$ cat src/superio_config_registers_assert.svh
// Assertion macros shared by the configuration register block.
// Each macro samples on clk; the first ignores cycles in reset, the second does not.
`ifndef SUPERIO_CONFIG_REGISTERS_ASSERT_SVH
`define SUPERIO_CONFIG_REGISTERS_ASSERT_SVH

`define SIO_ASSERT(label, prop, msg) \
  label: assert property (@(posedge clk) disable iff (rst) prop) else $error(msg);

`define SIO_ASSERT_ALWAYS(label, prop, msg) \
  label: assert property (@(posedge clk) prop) else $error(msg);

`endif

$ cat src/sio_cfg_pkg.sv
// Types, codes and decode functions for the configuration register block.
// Used by sio_cfg_regfile, sio_cfg_decode, the top level and the testbench; depends on nothing.
`default_nettype none

package sio_cfg_pkg;

  typedef enum logic {
    OP_READ  = 1'b0,
    OP_WRITE = 1'b1
  } op_t;

  typedef enum logic {
    PORT_INDEX = 1'b0,
    PORT_DATA  = 1'b1
  } port_t;

  localparam logic [7:0] UNLOCK_KEY    = 8'h55;
  localparam logic [7:0] LOCK_KEY      = 8'hAA;
  localparam logic [7:0] IDLE_BYTE     = 8'hFF;
  localparam logic [7:0] CHIP_ID_RESET = 8'd101;

  localparam int REG_PORTS   = 1;
  localparam int REG_UART    = 2;
  localparam int REG_FDC     = 3;
  localparam int REG_DRIVE   = 5;
  localparam int REG_CHIP_ID = 13;

  // one bus access as held in the input register
  typedef struct packed {
    logic       opcode;
    logic       port_select;
    logic [7:0] write_data;
  } acc_t;

  // registers that feed the decoded settings
  typedef struct packed {
    logic [7:0] ports;
    logic [7:0] uart;
    logic [7:0] fdc;
    logic [7:0] drive;
  } snap_t;

  typedef struct packed {
    logic [9:0] base;
    logic [3:0] irq;
  } uart_t;

  typedef struct packed {
    uart_t      uart_a;
    logic       uart_a_enabled;
    uart_t      uart_b;
    logic       uart_b_enabled;
    logic [9:0] lpt_base;
    logic       fdc_enhanced;
    logic [1:0] densel_force;
    logic       drive_swap;
  } settings_t;

  function automatic logic [7:0] reg_reset(input int idx);
    logic [7:0] v;
    case (idx)
      0:           v = 8'h3A;
      1:           v = 8'h9F;
      2:           v = 8'hDC;
      3:           v = 8'h78;
      6:           v = 8'hFF;
      REG_CHIP_ID: v = CHIP_ID_RESET;
      14:          v = 8'h01;
      default:     v = 8'h00;
    endcase
    return v;
  endfunction

  // pair selects the COM3/COM4 address set
  function automatic uart_t decode_uart(input logic [1:0] sel, input logic [1:0] pair);
    uart_t u;
    logic [9:0] com3;
    logic [9:0] com4;
    case (pair)
      2'd0:    begin com3 = 10'h338; com4 = 10'h238; end
      2'd1:    begin com3 = 10'h3E8; com4 = 10'h2E8; end
      2'd2:    begin com3 = 10'h3E8; com4 = 10'h2E0; end
      default: begin com3 = 10'h220; com4 = 10'h228; end
    endcase
    case (sel)
      2'd0:    begin u.base = 10'h3F8; u.irq = 4'd4; end
      2'd1:    begin u.base = 10'h2F8; u.irq = 4'd3; end
      2'd2:    begin u.base = com3;    u.irq = 4'd4; end
      default: begin u.base = com4;    u.irq = 4'd3; end
    endcase
    return u;
  endfunction

  function automatic logic [9:0] decode_lpt(input logic [1:0] sel);
    logic [9:0] b;
    case (sel)
      2'd0:    b = 10'h000;
      2'd1:    b = 10'h3BC;
      2'd2:    b = 10'h378;
      default: b = 10'h278;
    endcase
    return b;
  endfunction

endpackage

`default_nettype wire

$ cat src/sio_cfg_regfile.sv
// Lock sequence, index register and setting register file.
// Applies one access per advance and exposes the updated values; uses sio_cfg_pkg.
`default_nettype none

module sio_cfg_regfile #(
  parameter int REG_COUNT = 16
) (
  input  wire                 clk,
  input  wire                 rst,
  input  wire                 adv,
  input  sio_cfg_pkg::acc_t   acc,
  input  wire                 cfg_write,
  input  wire  [7:0]          cfg_data,
  output logic [7:0]          rd_data,
  output logic                mode_next,
  output sio_cfg_pkg::snap_t  snap
);
  import sio_cfg_pkg::*;

  localparam int IDX_W = (REG_COUNT > 1) ? $clog2(REG_COUNT) : 1;
  localparam logic [8:0] COUNT_W = 9'(REG_COUNT);

  logic [7:0] unlock_older;
  logic [7:0] unlock_older_next;
  logic [7:0] unlock_newer;
  logic [7:0] unlock_newer_next;
  logic [7:0] reg_index;
  logic [7:0] reg_index_next;
  logic [7:0] setting_file      [REG_COUNT];
  logic [7:0] setting_file_next [REG_COUNT];

  logic             unlocked;
  logic             in_range;
  logic             is_write;
  logic             is_data;
  logic             wr_en;
  logic [IDX_W-1:0] idx;

  assign unlocked = (unlock_older == UNLOCK_KEY) && (unlock_newer == UNLOCK_KEY);
  assign in_range = {1'b0, reg_index} < COUNT_W;
  assign idx      = reg_index[IDX_W-1:0];
  assign is_write = acc.opcode == OP_WRITE;
  assign is_data  = acc.port_select == PORT_DATA;
  assign wr_en    = adv && is_write && is_data && unlocked && in_range;

  always_comb begin
    unlock_older_next = unlock_older;
    unlock_newer_next = unlock_newer;
    reg_index_next    = reg_index;
    if (adv && is_write && !is_data) begin
      // in config mode only the exit key shifts into the lock pair
      if (unlocked && acc.write_data != LOCK_KEY) begin
        reg_index_next = acc.write_data;
      end else begin
        unlock_older_next = unlock_newer;
        unlock_newer_next = acc.write_data;
      end
    end
  end

  always_comb begin
    for (int i = 0; i < REG_COUNT; i++) begin
      setting_file_next[i] = setting_file[i];
      if (wr_en && idx == IDX_W'(i)) begin
        setting_file_next[i] = acc.write_data;
      end else if (cfg_write && i == REG_CHIP_ID) begin
        setting_file_next[i] = cfg_data;
      end
    end
  end

  always_ff @(posedge clk) begin
    if (rst) begin
      unlock_older <= '0;
      unlock_newer <= '0;
      reg_index    <= '0;
      for (int i = 0; i < REG_COUNT; i++) begin
        setting_file[i] <= reg_reset(i);
      end
    end else begin
      unlock_older <= unlock_older_next;
      unlock_newer <= unlock_newer_next;
      reg_index    <= reg_index_next;
      for (int i = 0; i < REG_COUNT; i++) begin
        setting_file[i] <= setting_file_next[i];
      end
    end
  end

  always_comb begin
    rd_data = IDLE_BYTE;
    if (!is_write && is_data && unlocked && in_range) begin
      rd_data = setting_file[idx];
    end
  end

  assign mode_next  = (unlock_older_next == UNLOCK_KEY) && (unlock_newer_next == UNLOCK_KEY);
  assign snap.ports = setting_file_next[REG_PORTS];
  assign snap.uart  = setting_file_next[REG_UART];
  assign snap.fdc   = setting_file_next[REG_FDC];
  assign snap.drive = setting_file_next[REG_DRIVE];

endmodule

`default_nettype wire

$ cat src/sio_cfg_decode.sv
// Decodes the serial, parallel and floppy settings from the register snapshot.
// Pure combinational logic; uses sio_cfg_pkg.
`default_nettype none

module sio_cfg_decode (
  input  sio_cfg_pkg::snap_t     snap,
  output sio_cfg_pkg::settings_t settings
);
  import sio_cfg_pkg::*;

  logic [1:0] pair;

  assign pair = snap.ports[6:5];

  always_comb begin
    settings.uart_a         = decode_uart(snap.uart[1:0], pair);
    settings.uart_a_enabled = snap.uart[2];
    settings.uart_b         = decode_uart(snap.uart[5:4], pair);
    settings.uart_b_enabled = snap.uart[6];
    settings.lpt_base       = decode_lpt(snap.ports[1:0]);
    settings.fdc_enhanced   = snap.fdc[1];
    settings.densel_force   = snap.drive[4:3];
    settings.drive_swap     = snap.drive[5];
  end

endmodule

`default_nettype wire

$ cat src/superio_config_registers.sv
// Top level of the index/data configuration port: input register, update stage, result register.
// Instantiates sio_cfg_regfile and sio_cfg_decode; uses sio_cfg_pkg and the assertion header.
`default_nettype none

// Each accepted word is one bus access. It lands in an input register, and when it advances
// the lock pair, index and setting registers are updated and the read data plus all decoded
// settings are captured in the result register at the same edge; a stalled result holds it back.
// One word is accepted every cycle while in_stall is low; the rate is set by the single
// register-file access in the update stage. A result waiting under stall does not block the
// input register, which holds one more word before in_stall rises. No clearing pass follows
// reset.
module superio_config_registers #(
  parameter int REG_COUNT = 16
) (
  input  wire        clk,
  input  wire        rst,
  input  wire        in_valid,
  output logic       in_stall,
  input  wire        opcode,
  input  wire        port_select,
  input  wire  [7:0] write_data,
  output logic       out_valid,
  input  wire        out_stall,
  output logic [7:0] read_data,
  output logic       config_mode,
  output logic [9:0] uart_a_base,
  output logic [3:0] uart_a_irq,
  output logic       uart_a_enabled,
  output logic [9:0] uart_b_base,
  output logic [3:0] uart_b_irq,
  output logic       uart_b_enabled,
  output logic [9:0] lpt_base,
  output logic       fdc_enhanced,
  output logic [1:0] densel_force,
  output logic       drive_swap,
  input  wire        cfg_write,
  input  wire  [7:0] cfg_data
);
  import sio_cfg_pkg::*;

  logic      s1_valid;
  acc_t      s1_acc;
  logic      s1_adv;
  logic      in_take;
  logic [7:0] rd_data;
  logic      mode_next;
  snap_t     snap;
  settings_t settings_next;
  settings_t settings;

  assign s1_adv   = s1_valid && (!out_valid || !out_stall);
  assign in_stall = s1_valid && !s1_adv;
  assign in_take  = in_valid && !in_stall;

  always_ff @(posedge clk) begin
    if (rst) begin
      s1_valid <= 1'b0;
    end else if (in_take) begin
      s1_valid <= 1'b1;
    end else if (s1_adv) begin
      s1_valid <= 1'b0;
    end
  end

  always_ff @(posedge clk) begin
    if (in_take) begin
      s1_acc <= '{opcode: opcode, port_select: port_select, write_data: write_data};
    end
  end

  sio_cfg_regfile #(
    .REG_COUNT (REG_COUNT)
  ) u_regfile (
    .clk       (clk),
    .rst       (rst),
    .adv       (s1_adv),
    .acc       (s1_acc),
    .cfg_write (cfg_write),
    .cfg_data  (cfg_data),
    .rd_data   (rd_data),
    .mode_next (mode_next),
    .snap      (snap)
  );

  sio_cfg_decode u_decode (
    .snap     (snap),
    .settings (settings_next)
  );

  always_ff @(posedge clk) begin
    if (rst) begin
      out_valid <= 1'b0;
    end else if (s1_adv) begin
      out_valid <= 1'b1;
    end else if (!out_stall) begin
      out_valid <= 1'b0;
    end
  end

  always_ff @(posedge clk) begin
    if (s1_adv) begin
      read_data   <= rd_data;
      config_mode <= mode_next;
      settings    <= settings_next;
    end
  end

  assign uart_a_base    = settings.uart_a.base;
  assign uart_a_irq     = settings.uart_a.irq;
  assign uart_a_enabled = settings.uart_a_enabled;
  assign uart_b_base    = settings.uart_b.base;
  assign uart_b_irq     = settings.uart_b.irq;
  assign uart_b_enabled = settings.uart_b_enabled;
  assign lpt_base       = settings.lpt_base;
  assign fdc_enhanced   = settings.fdc_enhanced;
  assign densel_force   = settings.densel_force;
  assign drive_swap     = settings.drive_swap;

`include "superio_config_registers_assert.svh"

  `SIO_ASSERT_ALWAYS(a_reset_empty, rst |=> !out_valid, "result valid right after reset")
  `SIO_ASSERT(a_stall_cause, in_stall |-> (s1_valid && out_valid && out_stall), "bad stall")
  `SIO_ASSERT(a_stage_moves, (s1_valid && !in_stall) |=> out_valid, "access lost in stage")
  `SIO_ASSERT(a_read_mode, (out_valid && read_data != IDLE_BYTE) |-> config_mode, "data while locked")

endmodule

`default_nettype wire

$ cat config.mk
export PLATFORM = sky130hd
export DESIGN_NAME = superio_config_registers
export DESIGN_NICKNAME = d
export VERILOG_FILES = /design/src/sio_cfg_pkg.sv /design/src/sio_cfg_regfile.sv /design/src/sio_cfg_decode.sv /design/src/superio_config_registers.sv
export VERILOG_INCLUDE_DIRS = /design/src /design/src/src
export SDC_FILE = /design/constraint.sdc
export NUM_CORES = 1
export LEC_CHECK = 0
export BUFFER_PORTS_ARGS = -buffer_cell sky130_fd_sc_hd__buf_2
export CAP_MARGIN = 20
export CORE_UTILIZATION = 65
export CTS_CLUSTER_DIAMETER = 150
export DETAILED_ROUTE_END_ITERATION = 8
export PLACE_DENSITY_LB_ADDON = 0.25
export SYNTH_ARGS = -nofsm -noshare
export SYNTH_HDL_FRONTEND = slang
export SYNTH_HIERARCHICAL = 1
export SYNTH_SLANG_ARGS = --single-unit
$ cat constraint.sdc
create_clock -name clk -period 17.6 [get_ports clk]
set_input_delay 1.76 -clock clk [delete_from_list [all_inputs] [get_ports clk]]
set_output_delay 1.76 -clock clk [all_outputs]
set_load 0.005 [all_outputs]
==> run_results.csv, run 1 <==
group,metric,value,unit
clock_tree,cts_tree,"built",
clock_tree,clkTransAtPathRegs,60,ps
clock_tree,cts_hold_buf,0,
routing,final_antenna_net_count,0,
clock_tree,cts.repair.resized,0,
clock_tree,clock_sinks,221,
routing,vias_per_cell,6.15,
setup_path,worstRegToRegCells,8,
min_path,hold_end,"u_regfile/unlock_older[2]$_SDFF_PP0_",
cells_and_area,final_nets,765,
timing,slew_viol_final,0,
floorplan,coreArea,14500,µm²
setup_path,critPathArrivalTime,5020,ps
setup_path,critPathRequiredTime,17960,ps
setup_path,r2r_end,"uart_b_base[3]$_DFFE_PP_",
power,ir_drop,0.0621,mV
min_path,min_from,"u_regfile/unlock_older[2]$_SDFF_PP0_",
timing,post-route-period-util,0.265,
logic_synthesis,postSynthAreaPerCell,13.7,µm²
cells_and_area,diodes,0,
clock_tree,cts_max_level,1,
global_route,antenna_found_initial,0,
clock_tree,clk_latency,500,ps
routing,drtPass1Iterations,4,
power,power_leakage,4.07,nW
floorplan,die_x,124,µm
floorplan,io_pins,78,
setup_path,crit_path_end_kind,"flip-flop",
global_route,grtUsageTotal,0.271,
routing,drcViolationCount,0,
setup_path,crit_fanout,55,
setup_path,crit_path_start_kind,"input pin",
timing,fin_setup_tns,0,ps
routing,drtIter0Drc,570,
power,p_per_area,101,nW/µm²
floorplan,initial_core_util,0.668,
timing,setup_viol,0,
power,p_total,0.00107,W
placement,dpl_worst_slack,12470,ps
routing,wire_per_inst,22.1,µm
timing,slew_headroom,0.354,
status,run_status,"finished, final reports clean",
logic_synthesis,syn_area,9720,µm²
clock_tree,numCtsBuffers,22,
placement,dp_hpwl,13700,µm
floorplan,die_area,15400,µm²
timing,min_period,4660,ps
floorplan,die_h,124,µm
clock_tree,clk_path_buf_depth,3,
clock_tree,post-cts-setup-buffer-count,0,
min_path,holdCritPathClass,"flip-flop to flip-flop",
timing,worst_pin_slew,969,ps
flow_run,drv_cap,0,
floorplan,rows,44,
global_route,grt_pass1_vias,5666,
cells_and_area,nFillCells,959,
setup_path,critPathKind,"input pin to flip-flop",
global_route,grt_max_degree,95,
cells_and_area,multiInputGateArea,3100,µm²
timing,fmax,0.214,GHz
cells_and_area,syn_to_final_growth,8.63,%
timing,hold_viol,0,
global_route,grt_overflow_total,0,
timing,skew,17.8,ps
timing,rsz0062_at_grt,"false",
min_path,worstHoldPathCells,2,
cells_and_area,seq_area,6020,µm²
routing,wl,20700,µm
routing,via_count,5746,
clock_tree,cts-root-buf,"clkbuf_16",
placement,port_buffers,77,
setup_path,timing.rr.start,"s1_valid$_SDFFE_PP0P_",
setup_path,r2r_slack,13910,ps
global_route,grt_pass1_wl,31900,µm
timing,hold_ws,449,ps
cells_and_area,drive_gt1_frac,0.252,
placement,place.gp.congestion,0.891,
timing,fin_ws,12940,ps
logic_synthesis,synth_cells,709,
logic_synthesis,synth_warnings,6,
-- per-layer routing --
layer | track usage | share of wire
met1 | 0.359 | 0.39
met2 | 0.438 | 0.48
met3 | 0.0537 | 0.092
met4 | 0.119 | 0.038
met5 | 0 | 0
-- metrics by stage --
stage                util  instance area (µm²)  instances
finish              0.726                10600        935
detailed placement  0.678                 9860        895
CTS                 0.726                10600        935
floorplan               -                 9760        721
global placement    0.678                 9850        894
global route        0.726                10600        935
-- sequential cells by signal, indices dropped and copies added (netlist names), 2 cells and up, named ones only --
signal and count:
u_regfile/setting_file 128, lpt_base 10, s1_acc 10, uart_a_base 10, uart_b_base 10, read_data 8, u_regfile/reg_index 8, u_regfile/unlock_newer 8
u_regfile/unlock_older 8, uart_a_irq 4, uart_b_irq 4, densel_force 2
-- placed cells by master, fill, tap and decap left out, types with 2 or more instances in the layout --
master and instances:
edfxtp_1 159, o31ai_1 4, and2_1 3, a22oi_1 8
dfxtp_2 2, nand4_4 4, a31oi_1 4, nand3b_1 4
clkbuf_8 2, clkbuf_1 7, inv_1 25, and4bb_2 2
buf_2 78, and4_1 4, mux2_2 10, nand4_2 6
nand3_2 2, clkinv_2 6, mux2_4 4, nor4bb_1 3
or2_2 3, a31o_2 5, nor3_1 2, clkbuf_16 23
conb_1 14, dfxtp_1 60, buf_4 3, nor2b_1 6
nor2_1 70, nand2_1 47, mux4_2 32, nand3_1 13
mux2_1 2, mux2i_1 48, nand4_1 12, a21oi_1 12
ha_1 7, nand2b_1 46
-- report_power, final --
group / internal (W) / switching, W / leakage (nW) / total (W)
clock network: 0.000263 / 0.000186 / 0.348 / 0.000449
logic: 0.0000109 / 0.0000248 / 1.75 / 0.0000356
registers: 0.000576 / 0.00000824 / 1.97 / 0.000584
total: 0.000850 / 0.000219 / 4.07 / 0.00107
-- how the worst max path moves through the flow --
stage | to | cells after the start | from | slack, ps
finish | uart_b_base[3]$_DFFE_PP_ | 9 | out_stall | 12940
global route | uart_a_base[7]$_DFFE_PP_ | 9 | out_stall | 12780
CTS | uart_a_base[3]$_DFFE_PP_ | 9 | out_stall | 12960
detailed placement | uart_a_base[3]$_DFFE_PP_ | 9 | out_stall | 12470
global placement | lpt_base[6]$_DFFE_PP_ | 8 | out_stall | 12590
floorplan | uart_a_base[7]$_DFFE_PP_ | 11 | out_stall | 9590
-- worst max-delay path: stages --
cell      delay, ps
buf_2           130
a21boi_4        140
buf_4           570
and4_1          890
nand4_4         440
mux2_4          450
ha_1            230
mux2_1          310
nand2_1          80
-- layout make-up --
class | instances | share of cell area
well taps | 184 | 0.0218
clock inverters | 8 | 0.00652
clock buffers | 32 | 0.0596
repair buffers | 81 | 0.0391
inverters | 25 | 0.00889
multi-input cells | 384 | 0.294
flip-flops and latches | 221 | 0.570
Power figures use the tool's default switching activity.
==> run 2: changes to the inputs <==
--- a/config.mk
+++ b/config.mk
@@ -6,9 +6,10 @@
 export SDC_FILE = /design/constraint.sdc
 export NUM_CORES = 1
 export LEC_CHECK = 0
+export ABC_AREA = 1
 export BUFFER_PORTS_ARGS = -buffer_cell sky130_fd_sc_hd__buf_2
 export CAP_MARGIN = 20
-export CORE_UTILIZATION = 65
+export CORE_UTILIZATION = 60
 export CTS_CLUSTER_DIAMETER = 150
 export DETAILED_ROUTE_END_ITERATION = 8
 export PLACE_DENSITY_LB_ADDON = 0.25
==> constraint.sdc (replaced) <==
create_clock -name clk -period 4.9 [get_ports clk]
set_input_delay 0.49 -clock clk [delete_from_list [all_inputs] [get_ports clk]]
set_output_delay 0.49 -clock clk [all_outputs]
set_load 0.005 [all_outputs]
==> run_results.csv, run 2 <==
group,metric,value,unit
status,run_status,"finished, final reports clean",
routing,wire_per_inst,17.1,µm
clock_tree,clk_path_buf_depth,3,
routing,final_antenna_net_count,0,
global_route,grt_overflow_total,0,
clock_tree,cts_tree,"built",
timing,fin_ws,2340,ps
setup_path,crit_path_start_kind,"flip-flop",
cells_and_area,regMostFlops,"u_regfile/setting_file",
floorplan,die_x,128,µm
power,p_total,0.00392,W
power,p_per_area,370,nW/µm²
global_route,grt_pass1_vias,6055,
timing,skew,15.7,ps
timing,hold_viol,0,
global_route,grtUsageTotal,0.257,
timing,slew_viol_final,0,
cells_and_area,diodes,0,
logic_synthesis,synth_cells,932,
timing,hold_ws,159,ps
timing,post-route-period-util,0.523,
flow_run,drv_cap,0,
global_route,antenna_found_initial,0,
setup_path,critPathArrivalTime,2820,ps
setup_path,critPathRequiredTime,5160,ps
routing,drcViolationCount,0,
setup_path,crit_fanout,16,
timing,setup_viol,0,
global_route,grt_pass1_wl,32100,µm
floorplan,die_h,128,µm
routing,wl,20500,µm
floorplan,initial_core_util,0.623,
cells_and_area,drive_gt1_frac,0.162,
clock_tree,cts_max_level,1,
logic_synthesis,synth_warnings,6,
clock_tree,post-cts-setup-buffer-count,0,
clock_tree,cts-root-buf,"clkbuf_16",
floorplan,die_area,16500,µm²
power,ir_drop,0.276,mV
clock_tree,clk_latency,510,ps
clock_tree,cts_hold_buf,0,
cells_and_area,final_cell_mix,"166 x nor2_1, 159 x edfxtp_1, 151 x nand2_1",
timing,slew_headroom,0.278,
timing,fin_setup_tns,0,ps
clock_tree,numCtsBuffers,23,
cells_and_area,final_common_cell,"nor2_1",
timing,rsz0062_at_grt,"false",
cells_and_area,largest_reg_flops,128,
cells_and_area,final_util,0.690,
setup_path,critPathKind,"flip-flop to flip-flop",
floorplan,rows,45,
routing,via_count,6671,
clock_tree,cts.repair.resized,0,
routing,drtIter0Drc,734,
timing,min_period,2560,ps
floorplan,io_pins,78,
timing,worst_pin_slew,1080,ps
logic_synthesis,syn_area,9570,µm²
timing,fmax,0.390,GHz
cells_and_area,syn_to_final_growth,10.7,%
clock_tree,clkTransAtPathRegs,60,ps
min_path,holdCritPathClass,"input pin to flip-flop",
placement,port_buffers,77,
placement,dp_hpwl,13400,µm
cells_and_area,final_nets,1002,
routing,drtPass1Iterations,6,
global_route,grt_max_degree,65,
power,power_leakage,3.90,nW
routing,vias_per_cell,5.56,
placement,dpl_worst_slack,2100,ps
logic_synthesis,postSynthAreaPerCell,10.3,µm²
clock_tree,clock_sinks,221,
floorplan,coreArea,15400,µm²
placement,place.gp.congestion,0.861,
setup_path,crit_path_end_kind,"flip-flop",
run 2: cell types whose count changed in the layout (fill, tap and decap cells not counted), sizes merged, moves of 8 or more:
| cell | delta |
|---|---|
| a22oi | -8 |
| inv | +53 |
| mux2 | -16 |
| mux2i | -32 |
| mux4 | -32 |
| nand2 | +111 |
| nand2b | -46 |
| nand3 | +13 |
| nand4 | -21 |
| nor2 | +102 |
| o211ai | +19 |
| o21ai | +89 |
| o221ai | +16 |
| o32ai | +12 |
run 2: power breakdown:
| part | internal, W | switching, W | total [W] | leakage [nW] |
|---|---|---|---|---|
| logic | 0.0000370 | 0.000107 | 0.000144 | 1.56 |
| clock network | 0.000991 | 0.000696 | 0.00169 | 0.357 |
| registers | 0.00207 | 0.0000221 | 0.00209 | 1.98 |
| total | 0.00310 | 0.000825 | 0.00392 | 3.90 |
run 2: final timing paths:
| check | from | endpoint | slack, ps | cells past startpoint |
|---|---|---|---|---|
| worst max-delay path | s1_valid$_SDFFE_PP0P_ | uart_a_base[6]$_DFFE_PP_ | 2340 | 14 |
| worst min-delay path | write_data[6] | s1_acc[6]$_DFFE_PP_ | 160 | 1 |
| worst max register to register | s1_valid$_SDFFE_PP0P_ | uart_a_base[6]$_DFFE_PP_ | 2340 | 14 |
| worst min register to register | u_regfile/setting_file[2][7]$_SDFF_PP1_ | u_regfile/setting_file[2][7]$_SDFF_PP1_ | 470 | 2 |
run 2: final cells by class:
class | instances | area, µm²
inverters | 81 | 304
flip-flops and latches | 221 | 6020
repair buffers | 88 | 468
well taps | 211 | 264
clock buffers | 28 | 604
clock inverters | 14 | 135
fillers | 1138 | 4770
multi-input cells | 557 | 2810
run 2: stage by stage:
| step | cells | cell area [µm²] |
|---|---|---|
| final | 1200 | 10600 |
| after detailed placement | 1158 | 9860 |
| after global placement | 1158 | 9860 |
| after global routing | 1200 | 10600 |
| after floorplan | 944 | 9620 |
| after CTS | 1200 | 10600 |
run 2: critical path, stage by stage (launching register included):
cell and delay, ps:
dfxtp_1 340, inv_1 80, a21oi_4 120, nand2_1 80
nor2_1 90, nand3_1 150, nor2_4 210, nand2_2 110
nor2_4 330, o21ai_0 180, inv_1 130, inv_1 50
ha_1 280, nand2_1 80, nand2_1 60
run 2: routing by layer:
metal,GRT usage,wire [µm]
met1,0.372,8820
met2,0.393,9230
met3,0.0484,1870
met4,0.0872,615
met5,0,0
==> run 3: changes to the inputs <==
--- a/config.mk
+++ b/config.mk
@@ -9,7 +9,7 @@
 export ABC_AREA = 1
 export BUFFER_PORTS_ARGS = -buffer_cell sky130_fd_sc_hd__buf_2
 export CAP_MARGIN = 20
-export CORE_UTILIZATION = 60
+export CORE_UTILIZATION = 54
 export CTS_CLUSTER_DIAMETER = 150
 export DETAILED_ROUTE_END_ITERATION = 8
 export PLACE_DENSITY_LB_ADDON = 0.25
==> constraint.sdc (replaced) <==
create_clock -name clk -period 2.2 [get_ports clk]
set_input_delay 0.22 -clock clk [delete_from_list [all_inputs] [get_ports clk]]
set_output_delay 0.22 -clock clk [all_outputs]
set_load 0.005 [all_outputs]
==> run_results.csv, run 3 (synthesis results as in run 2) <==
group,metric,value,unit
status,run_status,"finished, final reports clean",
power,p_per_area,767,nW/µm²
cells_and_area,final_nets,1077,
timing,setup_viol,0,
placement,dp_hpwl,14900,µm
routing,drtIter0Drc,604,
clock_tree,clk_latency,500,ps
setup_path,critPathKind,"flip-flop to flip-flop",
floorplan,die_x,135,µm
timing,fmax,0.457,GHz
clock_tree,cts_max_level,1,
global_route,grt_overflow_total,0,
timing,post-route-period-util,0.994,
timing,slew_viol_final,0,
placement,place.gp.congestion,0.887,
routing,via_count,7091,
cells_and_area,diodes,0,
floorplan,coreArea,17300,µm²
timing,skew,14.4,ps
routing,vias_per_cell,5.51,
cells_and_area,syn_to_final_growth,21.4,%
setup_path,crit_top_cell,"nand2_2",
timing,min_period,2190,ps
routing,drcViolationCount,0,
routing,wl,22900,µm
floorplan,die_area,18300,µm²
min_path,min_from,"out_stall",
min_path,hold_end,"out_valid$_SDFFE_PP0P_",
global_route,antenna_found_initial,0,
global_route,grt_max_degree,54,
setup_path,worstRegToRegCells,15,
clock_tree,cts_tree,"built",
cells_and_area,drive_gt1_frac,0.272,
setup_path,critPathRequiredTime,2460,ps
floorplan,initial_core_util,0.554,
routing,drtPass1Iterations,5,
clock_tree,clk_path_buf_depth,3,
timing,slew_headroom,0.531,
clock_tree,clock_sinks,221,
flow_run,drv_cap,0,
setup_path,crit_fanout,5,
cells_and_area,regMostFlops,"u_regfile/setting_file",
cells_and_area,largest_reg_flops,128,
clock_tree,numCtsBuffers,23,
setup_path,critPathArrivalTime,2440,ps
setup_path,crit_path_start_kind,"flip-flop",
routing,final_antenna_net_count,0,
setup_path,crit_path_end_kind,"flip-flop",
floorplan,die_h,135,µm
setup_path,r2r_end,"uart_b_base[7]$_DFFE_PP_",
min_path,holdCritPathClass,"input pin to flip-flop",
timing,rsz0062_at_grt,"true",
placement,port_buffers,77,
timing,worst_pin_slew,703,ps
timing,hold_ws,16.5,ps
global_route,grt_pass1_vias,6733,
setup_path,crit_chain,"inv_2 > a21oi_4 > nand2_2 > nor2_4 > nand3_4 > nor2_4 > nand2_4 > nor2_4 > nand2_2 > o21ai_2 > inv_2 > inv_4 > ha_4 > nand2_2 > nand2_2",
timing,fin_setup_tns,0,ps
clock_tree,cts-root-buf,"clkbuf_16",
setup_path,r2r_slack,10,ps
global_route,grtUsageTotal,0.253,
setup_path,timing.rr.start,"s1_valid$_SDFFE_PP0P_",
setup_path,slowest_stage,"dfxtp_2",
power,power_leakage,4.35,nW
power,p_total,0.00891,W
cells_and_area,final_util,0.672,
cells_and_area,instances_no_fill,1288,
floorplan,io_pins,78,
power,ir_drop,0.651,mV
min_path,worstHoldPathCells,3,
clock_tree,clkTransAtPathRegs,60,ps
routing,wire_per_inst,17.8,µm
global_route,grt_pass1_wl,35300,µm
floorplan,rows,48,
timing,hold_viol,0,
cells_and_area,final_cell_mix,"159 x edfxtp_1, 159 x nor2_1, 126 x nand2_1",
setup_path,cpPeakStageDelay,330,ps
placement,placed_cells,1217,
==> run 3: power by group <==
group / total [W] / switching [W] / internal, W
Sequential: 0.00466 / 0.0000458 / 0.00461
Clock: 0.00386 / 0.00156 / 0.00230
Combinational: 0.000397 / 0.000264 / 0.000132
==> run 3: worst max path at each step <==
stage                            from                                    endpoint  slack, ps  depth (start not counted)
2_1_floorplan  out_valid$_SDFFE_PP0P_                    uart_a_base[7]$_DFFE_PP_       -920                         16
3_3_place_gp                out_stall                       lpt_base[6]$_DFFE_PP_        -30                         13
3_5_place_dp                out_stall                       lpt_base[6]$_DFFE_PP_        -90                         13
4_1_cts        out_valid$_SDFFE_PP0P_  u_regfile/setting_file[4][7]$_SDFFCE_PN0P_        -10                         11
5_1_grt         s1_valid$_SDFFE_PP0P_                    uart_b_base[7]$_DFFE_PP_       -110                         15
6_report        s1_valid$_SDFFE_PP0P_                    uart_b_base[7]$_DFFE_PP_         10                         15
==> run 3: timing repair <==
item | CTS | global route
buffers inserted | 4 | 10
endpoints found under the hold margin | 15 | 0
resized for setup | 9 | 53
pin swaps | 3 | 23
hold buffers | 15 | 0
gates cloned | 1 | 0
endpoints found under the setup margin | 10 | 80
==> run 3: cell type report <==
type | count | area, µm²
sequential | 221 | 6020
fill | 1286 | 5680
multi-input combinational | 558 | 3150
timing repair buffer | 162 | 1110
clock buffer | 27 | 601
inverter | 81 | 309
tap | 225 | 282
clock inverter | 14 | 145
==> run 3: per-layer routing <==
layer  vias to the layer above  routed length, µm  track usage
li1                       3338                  -            -
met5                         -                  0            0
met3                        53               1890       0.0471
met1                      3337               9420        0.336
met4                         0                686       0.0849
met2                       363              10900        0.417
==> run 3: critical path, delay by kind of cell (launching register included) <==
kind / cells / cell delay (ps)
AOI/OAI and AO/OA: 2 / 190
adders and majority gates: 1 / 200
buffers and inverters: 3 / 230
DFF: 1 / 330
and+or+nand+nor: 9 / 1000
==> run 3: through the flow <==
stage | setup WS [ps] | cell area (µm²)
final | 13.0 | 11600
after global routing | -114 | 11600
after CTS | -11.1 | 11400
after detailed placement | -90.7 | 10400
after global placement | -34.2 | 10400
after floorplan | -925 | 9850
